==> src/rtl/core/sstf_pkg.sv <==
// Package with the types, codes and sizes shared by the scheduler modules.
`timescale 1ns / 1ps
`default_nettype none

package sstf_pkg;

    // Sizes of the request store and of the track numbers it holds.
    localparam int MAX_REQUESTS = 16;
    localparam int TRACK_BITS   = 16;
    localparam int IDX_BITS     = (MAX_REQUESTS > 1) ? $clog2(MAX_REQUESTS) : 1;
    localparam int CNT_BITS     = $clog2(MAX_REQUESTS + 1);

    // Field widths of the transactions.
    localparam int POS_BITS    = 16;
    localparam int STATUS_BITS = 2;
    localparam int SUM_BITS    = 22;
    localparam int ADD_BITS    = ((SUM_BITS > TRACK_BITS) ? SUM_BITS : TRACK_BITS) + 1;
    localparam logic [SUM_BITS-1:0] SUM_MAX = {SUM_BITS{1'b1}};

    // Operation codes of an input transaction.
    localparam logic OP_ADD = 1'b0;
    localparam logic OP_RUN = 1'b1;

    // Status codes of a result transaction.
    localparam logic [STATUS_BITS-1:0] ST_SERVED = 2'd0;
    localparam logic [STATUS_BITS-1:0] ST_FULL   = 2'd1;
    localparam logic [STATUS_BITS-1:0] ST_EMPTY  = 2'd2;

    // Input transaction.
    typedef struct packed {
        logic                op;
        logic [POS_BITS-1:0] position;
    } item_t;

    // Result transaction.
    typedef struct packed {
        logic [STATUS_BITS-1:0] status;
        logic [POS_BITS-1:0]    served_position;
        logic [POS_BITS-1:0]    seek_distance;
        logic [SUM_BITS-1:0]    total_movement;
        logic                   last;
    } result_t;

    // Search token that walks down the cell chain, carrying the best candidate so far.
    typedef struct packed {
        logic                  valid;
        logic                  found;
        logic [TRACK_BITS-1:0] seek_dist;
        logic [IDX_BITS-1:0]   idx;
        logic [TRACK_BITS-1:0] track;
    } scan_t;

    // Control broadcast from the sequencer to every cell.
    typedef struct packed {
        logic                  load_en;
        logic [IDX_BITS-1:0]   load_idx;
        logic [TRACK_BITS-1:0] load_track;
        logic                  serve_en;
        logic [IDX_BITS-1:0]   serve_idx;
        logic                  clear;
        logic [TRACK_BITS-1:0] head;
    } cell_ctl_t;

endpackage

`default_nettype wire

==> src/rtl/core/shortest_seek_first_scheduler.sv <==
// Shortest-seek-first scheduler: sequencer and the chain of request cells.
//
// Usage: an input transaction is taken at a rising edge with start high and busy low.
// An add transaction (op = 0) stores a request track and gives no result,
// unless the store is full, in which case one result with status 1 and last set follows
// in the next cycle. A run transaction (op = 1) loads the head track and serves every
// stored request, nearest first, ties to the earliest loaded one. Each service gives one
// result with the track, the seek distance and the saturating running total; the final
// one has last set. A run with no stored requests gives one result with status 2.
// A search token walks the chain of MAX_REQUESTS cells, one cell per cycle, and each
// served request takes one full sweep of the chain; while a run is busy no new
// transaction is taken. Results appear on result for exactly one cycle, marked by
// strobe; the receiver cannot stall them. After a run the store is empty. Reset
// empties the store, zeroes the head and the running total, and leaves the block idle.
`timescale 1ns / 1ps
`default_nettype none

module shortest_seek_first_scheduler (
    input  wire logic            clk,
    input  wire logic            rst_n,
    input  wire logic            start,
    input  wire sstf_pkg::item_t item,
    output logic                 busy,
    output logic                 strobe,
    output sstf_pkg::result_t    result
);
    import sstf_pkg::*;

    localparam logic S_IDLE = 1'b0;
    localparam logic S_SCAN = 1'b1;

    logic                  state_reg;
    logic                  state_next;
    logic [CNT_BITS-1:0]   count_reg;
    logic [CNT_BITS-1:0]   count_next;
    logic [CNT_BITS-1:0]   done_reg;
    logic [CNT_BITS-1:0]   done_next;
    logic [TRACK_BITS-1:0] head_reg;
    logic [TRACK_BITS-1:0] head_next;
    logic [SUM_BITS-1:0]   sum_reg;
    logic [SUM_BITS-1:0]   sum_next;
    logic                  inject_reg;
    logic                  inject_next;
    logic                  strobe_reg;
    logic                  strobe_next;
    result_t               result_reg;
    result_t               result_next;

    logic                  accept;
    logic                  full;
    logic                  last_serve;
    logic [ADD_BITS-1:0]   sum_wide;
    logic [SUM_BITS-1:0]   sum_sat;
    logic [TRACK_BITS-1:0] pos_track;
    logic [MAX_REQUESTS-1:0] token_vec;
    cell_ctl_t             ctl;
    scan_t                 chain [0:MAX_REQUESTS];
    scan_t                 chain_out;

    assign accept    = start && !busy;
    assign full      = (count_reg == CNT_BITS'(MAX_REQUESTS));
    assign pos_track = TRACK_BITS'(item.position);
    assign chain_out = chain[MAX_REQUESTS];
    assign last_serve = (CNT_BITS'(done_reg + 1'b1) == count_reg);

    // Saturating running total of head movement.
    assign sum_wide = ADD_BITS'(sum_reg) + ADD_BITS'(chain_out.seek_dist);
    assign sum_sat  = (sum_wide > ADD_BITS'(SUM_MAX)) ? SUM_MAX : SUM_BITS'(sum_wide);

    // Broadcast to the cells: loads while idle, serve and clear at the end of a sweep.
    always_comb
    begin
        ctl.load_en    = accept && (item.op == OP_ADD) && !full;
        ctl.load_idx   = count_reg[IDX_BITS-1:0];
        ctl.load_track = pos_track;
        ctl.serve_en   = (state_reg == S_SCAN) && chain_out.valid;
        ctl.serve_idx  = chain_out.idx;
        ctl.clear      = (state_reg == S_SCAN) && chain_out.valid && last_serve;
        ctl.head       = head_reg;
    end

    // Token entering the first cell.
    always_comb
    begin
        chain[0]       = '0;
        chain[0].valid = inject_reg;
    end

    // The cell chain.
    genvar gi;
    generate
        for (gi = 0; gi < MAX_REQUESTS; gi++)
        begin : g_cell
            sstf_cell u_cell (
                .clk      (clk),
                .rst_n    (rst_n),
                .idx      (IDX_BITS'(gi)),
                .ctl      (ctl),
                .scan_in  (chain[gi]),
                .scan_out (chain[gi + 1])
            );
            assign token_vec[gi] = chain[gi + 1].valid;
        end
    endgenerate

    // Sequencer: takes transactions while idle and runs one sweep per served request.
    always_comb
    begin
        state_next  = state_reg;
        count_next  = count_reg;
        done_next   = done_reg;
        head_next   = head_reg;
        sum_next    = sum_reg;
        inject_next = 1'b0;
        strobe_next = 1'b0;
        result_next = '0;
        unique case (state_reg)
            S_IDLE:
            begin
                if (accept)
                begin
                    if (item.op == OP_ADD)
                    begin
                        if (full)
                        begin
                            strobe_next        = 1'b1;
                            result_next.status = ST_FULL;
                            result_next.last   = 1'b1;
                        end
                        else
                        begin
                            count_next = CNT_BITS'(count_reg + 1'b1);
                        end
                    end
                    else
                    begin
                        head_next = pos_track;
                        sum_next  = '0;
                        done_next = '0;
                        if (count_reg == '0)
                        begin
                            strobe_next        = 1'b1;
                            result_next.status = ST_EMPTY;
                            result_next.last   = 1'b1;
                        end
                        else
                        begin
                            state_next  = S_SCAN;
                            inject_next = 1'b1;
                        end
                    end
                end
            end
            S_SCAN:
            begin
                if (chain_out.valid)
                begin
                    head_next                   = chain_out.track;
                    sum_next                    = sum_sat;
                    done_next                   = CNT_BITS'(done_reg + 1'b1);
                    strobe_next                 = 1'b1;
                    result_next.status          = ST_SERVED;
                    result_next.served_position = POS_BITS'(chain_out.track);
                    result_next.seek_distance   = POS_BITS'(chain_out.seek_dist);
                    result_next.total_movement  = sum_sat;
                    result_next.last            = last_serve;
                    if (last_serve)
                    begin
                        count_next = '0;
                        state_next = S_IDLE;
                    end
                    else
                    begin
                        inject_next = 1'b1;
                    end
                end
            end
            default:
            begin
                state_next = S_IDLE;
            end
        endcase
    end

    always_ff @(posedge clk or negedge rst_n)
    begin
        if (!rst_n)
        begin
            state_reg  <= S_IDLE;
            count_reg  <= '0;
            done_reg   <= '0;
            head_reg   <= '0;
            sum_reg    <= '0;
            inject_reg <= 1'b0;
            strobe_reg <= 1'b0;
            result_reg <= '0;
        end
        else
        begin
            state_reg  <= state_next;
            count_reg  <= count_next;
            done_reg   <= done_next;
            head_reg   <= head_next;
            sum_reg    <= sum_next;
            inject_reg <= inject_next;
            strobe_reg <= strobe_next;
            result_reg <= result_next;
        end
    end

    assign busy   = (state_reg == S_SCAN);
    assign strobe = strobe_reg;
    assign result = result_reg;

    // Only one search token is ever in the chain.
    a_one_token: assert property (@(posedge clk) disable iff (!rst_n)
        $onehot0(token_vec))
        else $error("more than one search token in the cell chain");

    // A token reaching the end of the chain only happens during a run.
    a_token_in_run: assert property (@(posedge clk) disable iff (!rst_n)
        chain_out.valid |-> (state_reg == S_SCAN))
        else $error("search token finished outside a run");

    // Each sweep of a run finds an unserved request.
    a_sweep_found: assert property (@(posedge clk) disable iff (!rst_n)
        (chain_out.valid && (state_reg == S_SCAN)) |-> chain_out.found)
        else $error("sweep ended without a candidate");

    // A run never proceeds with an empty store.
    a_run_nonempty: assert property (@(posedge clk) disable iff (!rst_n)
        (state_reg == S_SCAN) |-> (count_reg != '0))
        else $error("run in progress with an empty store");

    // The final served result leaves the store empty.
    a_last_empties: assert property (@(posedge clk) disable iff (!rst_n)
        (strobe_reg && result_reg.last && (result_reg.status == ST_SERVED))
            |-> ((count_reg == '0) && (state_reg == S_IDLE)))
        else $error("store not emptied after the final result of a run");

endmodule

`default_nettype wire

==> src/rtl/core/sstf_cell.sv <==
// One cell of the request chain: holds one request and compares it against the passing token.
`timescale 1ns / 1ps
`default_nettype none

module sstf_cell (
    input  wire logic                            clk,
    input  wire logic                            rst_n,
    input  wire logic [sstf_pkg::IDX_BITS-1:0]   idx,
    input  wire sstf_pkg::cell_ctl_t             ctl,
    input  wire sstf_pkg::scan_t                 scan_in,
    output sstf_pkg::scan_t                      scan_out
);
    import sstf_pkg::*;

    logic                  pending_reg;
    logic                  pending_next;
    logic [TRACK_BITS-1:0] track_reg;
    logic [TRACK_BITS-1:0] req_dist;
    logic                  take;
    scan_t                 scan_reg;
    scan_t                 scan_next;

    // The pending flag marks a loaded request that has not been served yet.
    always_comb
    begin
        pending_next = pending_reg;
        if (ctl.clear)
        begin
            pending_next = 1'b0;
        end
        else if (ctl.load_en && (ctl.load_idx == idx))
        begin
            pending_next = 1'b1;
        end
        else if (ctl.serve_en && (ctl.serve_idx == idx))
        begin
            pending_next = 1'b0;
        end
    end

    always_ff @(posedge clk or negedge rst_n)
    begin
        if (!rst_n)
        begin
            pending_reg <= 1'b0;
        end
        else
        begin
            pending_reg <= pending_next;
        end
    end

    // Request track storage, written only when this slot is loaded.
    always_ff @(posedge clk)
    begin
        if (ctl.load_en && (ctl.load_idx == idx))
        begin
            track_reg <= ctl.load_track;
        end
    end

    // Seek distance from the current head to this request.
    assign req_dist = (track_reg >= ctl.head) ? (track_reg - ctl.head)
                                              : (ctl.head - track_reg);

    // A strictly smaller distance wins, so ties stay with the earlier slot.
    assign take = scan_in.valid && pending_reg &&
                  (!scan_in.found || (req_dist < scan_in.seek_dist));

    always_comb
    begin
        scan_next = scan_in;
        if (take)
        begin
            scan_next.found     = 1'b1;
            scan_next.seek_dist = req_dist;
            scan_next.idx       = idx;
            scan_next.track     = track_reg;
        end
    end

    always_ff @(posedge clk or negedge rst_n)
    begin
        if (!rst_n)
        begin
            scan_reg <= '0;
        end
        else
        begin
            scan_reg <= scan_next;
        end
    end

    assign scan_out = scan_reg;

endmodule

`default_nettype wire

==> config.mk <==
export PLATFORM = sky130hd
export DESIGN_NAME = shortest_seek_first_scheduler
export DESIGN_NICKNAME = d
export VERILOG_FILES = /design/src/rtl/core/sstf_pkg.sv /design/src/rtl/core/shortest_seek_first_scheduler.sv /design/src/rtl/core/sstf_cell.sv
export SDC_FILE = /design/constraint.sdc
export NUM_CORES = 2
export LEC_CHECK = 0
export BUFFER_PORTS_ARGS = -buffer_cell sky130_fd_sc_hd__buf_4
export CAP_MARGIN = 20
export CORE_ASPECT_RATIO = 0.9
export CORE_MARGIN = 2
export CORE_UTILIZATION = 40
export CTS_CLUSTER_DIAMETER = 120
export DETAILED_ROUTE_END_ITERATION = 8
export SYNTH_ARGS = -nofsm -noshare
export SYNTH_HDL_FRONTEND = slang
export SYNTH_SLANG_ARGS = --single-unit
==> constraint.sdc <==
create_clock -name clk -period 7.4 [get_ports clk]
set_input_delay 0.37 -clock clk [delete_from_list [all_inputs] [get_ports clk]]
set_output_delay 0.37 -clock clk [all_outputs]
set_load 0.03 [all_outputs]
==> results_dict.tcl <==
set metrics [dict create \
    final_cell_area_sq_mm 0.0703 \
    path_class "register to register" \
    largest_register_ff_count 592 \
    postCtsHoldBufs 5 \
    ant_nets 0 \
    met1_usage_pct 40.6 \
    async_flop_share_pct 73.7 \
    rsz0062_at_grt "no" \
    critPathTopFamily "compound AO/OA/AOI/OAI gates" \
    vias 49900 \
    die_h_um 381 \
    slowest_stage "a21oi_2" \
    slew_headroom_pct 27.5 \
    holdWs_ns 0.0929 \
    ios 79 \
    placed_area_sq_mm 0.0664 \
    finalHoldViolations 0 \
    nets 7257 \
    synth_top_cell_by_area "dfrtp_1" \
    cp_data_arrival_time_ns 7.31 \
    synth-seq-area-share_pct 40.5 \
    fin_crit_sh_pct 90.1 \
    slowest_delay_ns 0.83 \
    yosys_most_used_dff "dfrtp_1" \
    cp_num_buf_inv 6 \
    grt_pass1_vias 47600 \
    fin_cells 8660 \
    drt_iter0_markers 5416 \
    met3_usage_pct 4.38 \
    tns_ns 0 \
    critPathMaxFanout 24 \
    area_growth_pct 11.2 \
    clk_latency_ns 0.75 \
    dp.final_hpwl_um 164000 \
    crit_chain "inv_1 -> buf_4 -> buf_4 -> ha_1 -> a21oi_1 -> o21ai_0 -> o2111ai_1 -> a21oi_2 -> buf_4 -> mux2i_1 -> a31oi_1 -> nor3_1 -> nor2_1 -> ha_1 -> o21a_1 -> nor2_1 -> nor3_1 -> o31ai_1 -> nand4_1 -> a311oi_4 -> buf_4 -> inv_1 -> o31ai_1" \
    dieArea_sq_mm 0.161 \
    ir_drop_v 0.000243 \
    synth_edf_count 256 \
    grt_max_degree 170 \
    path_clk_slew_ns 0.06 \
    gr-total-overflow 0 \
    cts_setup_buffers 0 \
    gp_congestion 0.955 \
    power.total_mw 33.6 \
    h-tree-depth 3 \
    post_cts_resized 0 \
    drt-total-wl_um 226000 \
    clock-sinks 972 \
    grt_pass1_wl_um 328000 \
    cap_violations 0 \
    fillers 15000 \
    drive_gt1_share_pct 11.0 \
    viasPerCell 5.76 \
    period_needed_ns 6.67 \
    die_x_um 423 \
    grt.busiest_layer "met2" \
    syn_inst 6398 \
    setup_viol 0 \
    status "finished, final reports clean" \
    root_buffer "clkbuf_16" \
    synthTopCellsByArea "dfrtp_1 28%, ha_1 15%, edfxtp_1 12%" \
    ys_types 100 \
    cts_tree "built" \
    cp.required_ns 8.04 \
    clock.fmax_mhz 150 \
    synth_area_per_cell_sq_um 9.88 \
    dp.cells 8448 \
    syn_nets 7193 \
    core_area_sq_mm 0.157 \
    synth.most_common_cell "ha_1" \
    leakage_nw 33.1 \
    netlist_area_sq_mm 0.0632 \
    first_pass_iters 6 \
    yosys_warnings 0 \
    cts_inserted_buffers 106 \
    rows 138 \
    drc 0 \
    yosys-top-cells-count "742 x ha_1, 716 x dfrtp_1, 653 x inv_1, 483 x a21oi_1, 479 x o21ai_0" \
    ys_seq_elements 972 \
    clockBufferDepth 3 \
    crit_top_cell "buf_4" \
    start_util_pct 40.2 \
    maxSlewViolCount 0 \
    grt_use_met2_pct 41.0 \
    hp-class "input port to register" \
    end_kind "register" \
    antenna_found_initial 15 \
    skew_ns 0.0200 \
    start_kind "register" \
    power_density_mw_per_mm2 478 \
    worst_pin_slew_ns 1.08 \
    wl_per_cell_um 26.1 \
    grtUsageTotal_pct 27.4 \
    synth_top_area_share_pct 28.4 \
    io_buffers 78 \
]
-- per-layer routing --
metal  wire length [um]  up-vias  part of all wire, %
li1                   -    22700                    -
met1             105000    24800                   46
met2              97400     2025                   43
met3              16800      318                  7.4
met4               6680        2                  3.0
met5                 13        -               0.0058
-- cell type report --
class	instances	area [sq um]	area share, %
multi-input cells	4536	34300	48.8
inverters	655	2460	3.50
repair buffers	191	1560	2.22
flip-flops and latches	972	25600	36.4
diodes	4	10.0	0.0142
clock buffers	147	3050	4.35
well taps	2100	2630	3.74
clock inverters	55	679	0.967
-- stage by stage --
| stage | setup WS (ns) | utilization (%) |
|---|---|---|
| 3_3_place_gp | 0.891 | 42.3 |
| 2_1_floorplan | 0.417 | - |
| 3_5_place_dp | 0.976 | 42.3 |
| 6_report | 0.730 | 44.7 |
| 5_1_grt | 0.449 | 44.7 |
| 4_1_cts | 0.920 | 44.7 |
-- placed cells by master, fill, tap and decap left out, types with 14 or more instances in the layout --
cell / count
o21a_1: 64
o21bai_1: 62
nor3_1: 65
nand2_1: 465
nand3_1: 90
o31ai_1: 28
a211oi_1: 44
clkbuf_1: 23
and3_1: 72
edfxtp_1: 256
or2_2: 23
o221ai_1: 17
nand4_1: 69
fa_1: 33
dfrtp_1: 714
nand2b_1: 62
mux2i_1: 149
a21o_1: 253
a221oi_1: 31
a21oi_1: 478
a21boi_0: 31
and2_1: 48
inv_1: 652
a31oi_1: 40
buf_4: 177
o211ai_1: 42
nor2b_1: 76
or3_1: 29
nand3b_1: 14
o21ai_0: 479
nor2_1: 287
xor2_1: 88
clkbuf_16: 112
xnor2_1: 142
ha_1: 742
mux2_2: 269
-- cells by family (layout without fill, tap and decap cells) --
logic type,after synthesis,in the layout,share of synthesized area [%]
xor+xnor,230,230,3.19
simple gates,1344,1344,10.2
fa+ha+maj,775,775,15.7
other cells,0,4,0
compound gates,1766,1766,17.7
mux,421,421,7.21
flops,972,972,40.5
buf+inv,890,1048,5.49
-- report_power, final --
group | total [mW] | switching, mW | internal (mW)
Clock | 5.71 | 2.44 | 3.27
Sequential | 7.80 | 1.01 | 6.79
Combinational | 20.1 | 12.3 | 7.77
-- path summary, 6_finish.rpt --
path                       slack, ns  depth (start not counted)                                     from                                      end
setup / recovery                0.73                         23                  head_reg[6]$_DFFE_PN0P_  g_cell[4].u_cell.scan_out[26]$_DFF_PN0_
hold / removal                  0.09                          1                                  item[2]  g_cell[3].u_cell.track_reg[2]$_DFFE_PP_
setup reg to reg                0.73                         23                  head_reg[6]$_DFFE_PN0P_  g_cell[4].u_cell.scan_out[26]$_DFF_PN0_
hold reg to reg                 0.38                          0  g_cell[2].u_cell.scan_out[37]$_DFF_PN0_  g_cell[3].u_cell.scan_out[37]$_DFF_PN0_
max in group asynchronous       5.23                          4                                    rst_n  g_cell[2].u_cell.scan_out[33]$_DFF_PN0_
min in group asynchronous       0.23                          2                                    rst_n  g_cell[9].u_cell.scan_out[18]$_DFF_PN0_
Note: power is estimated with default switching activity, not from simulation.
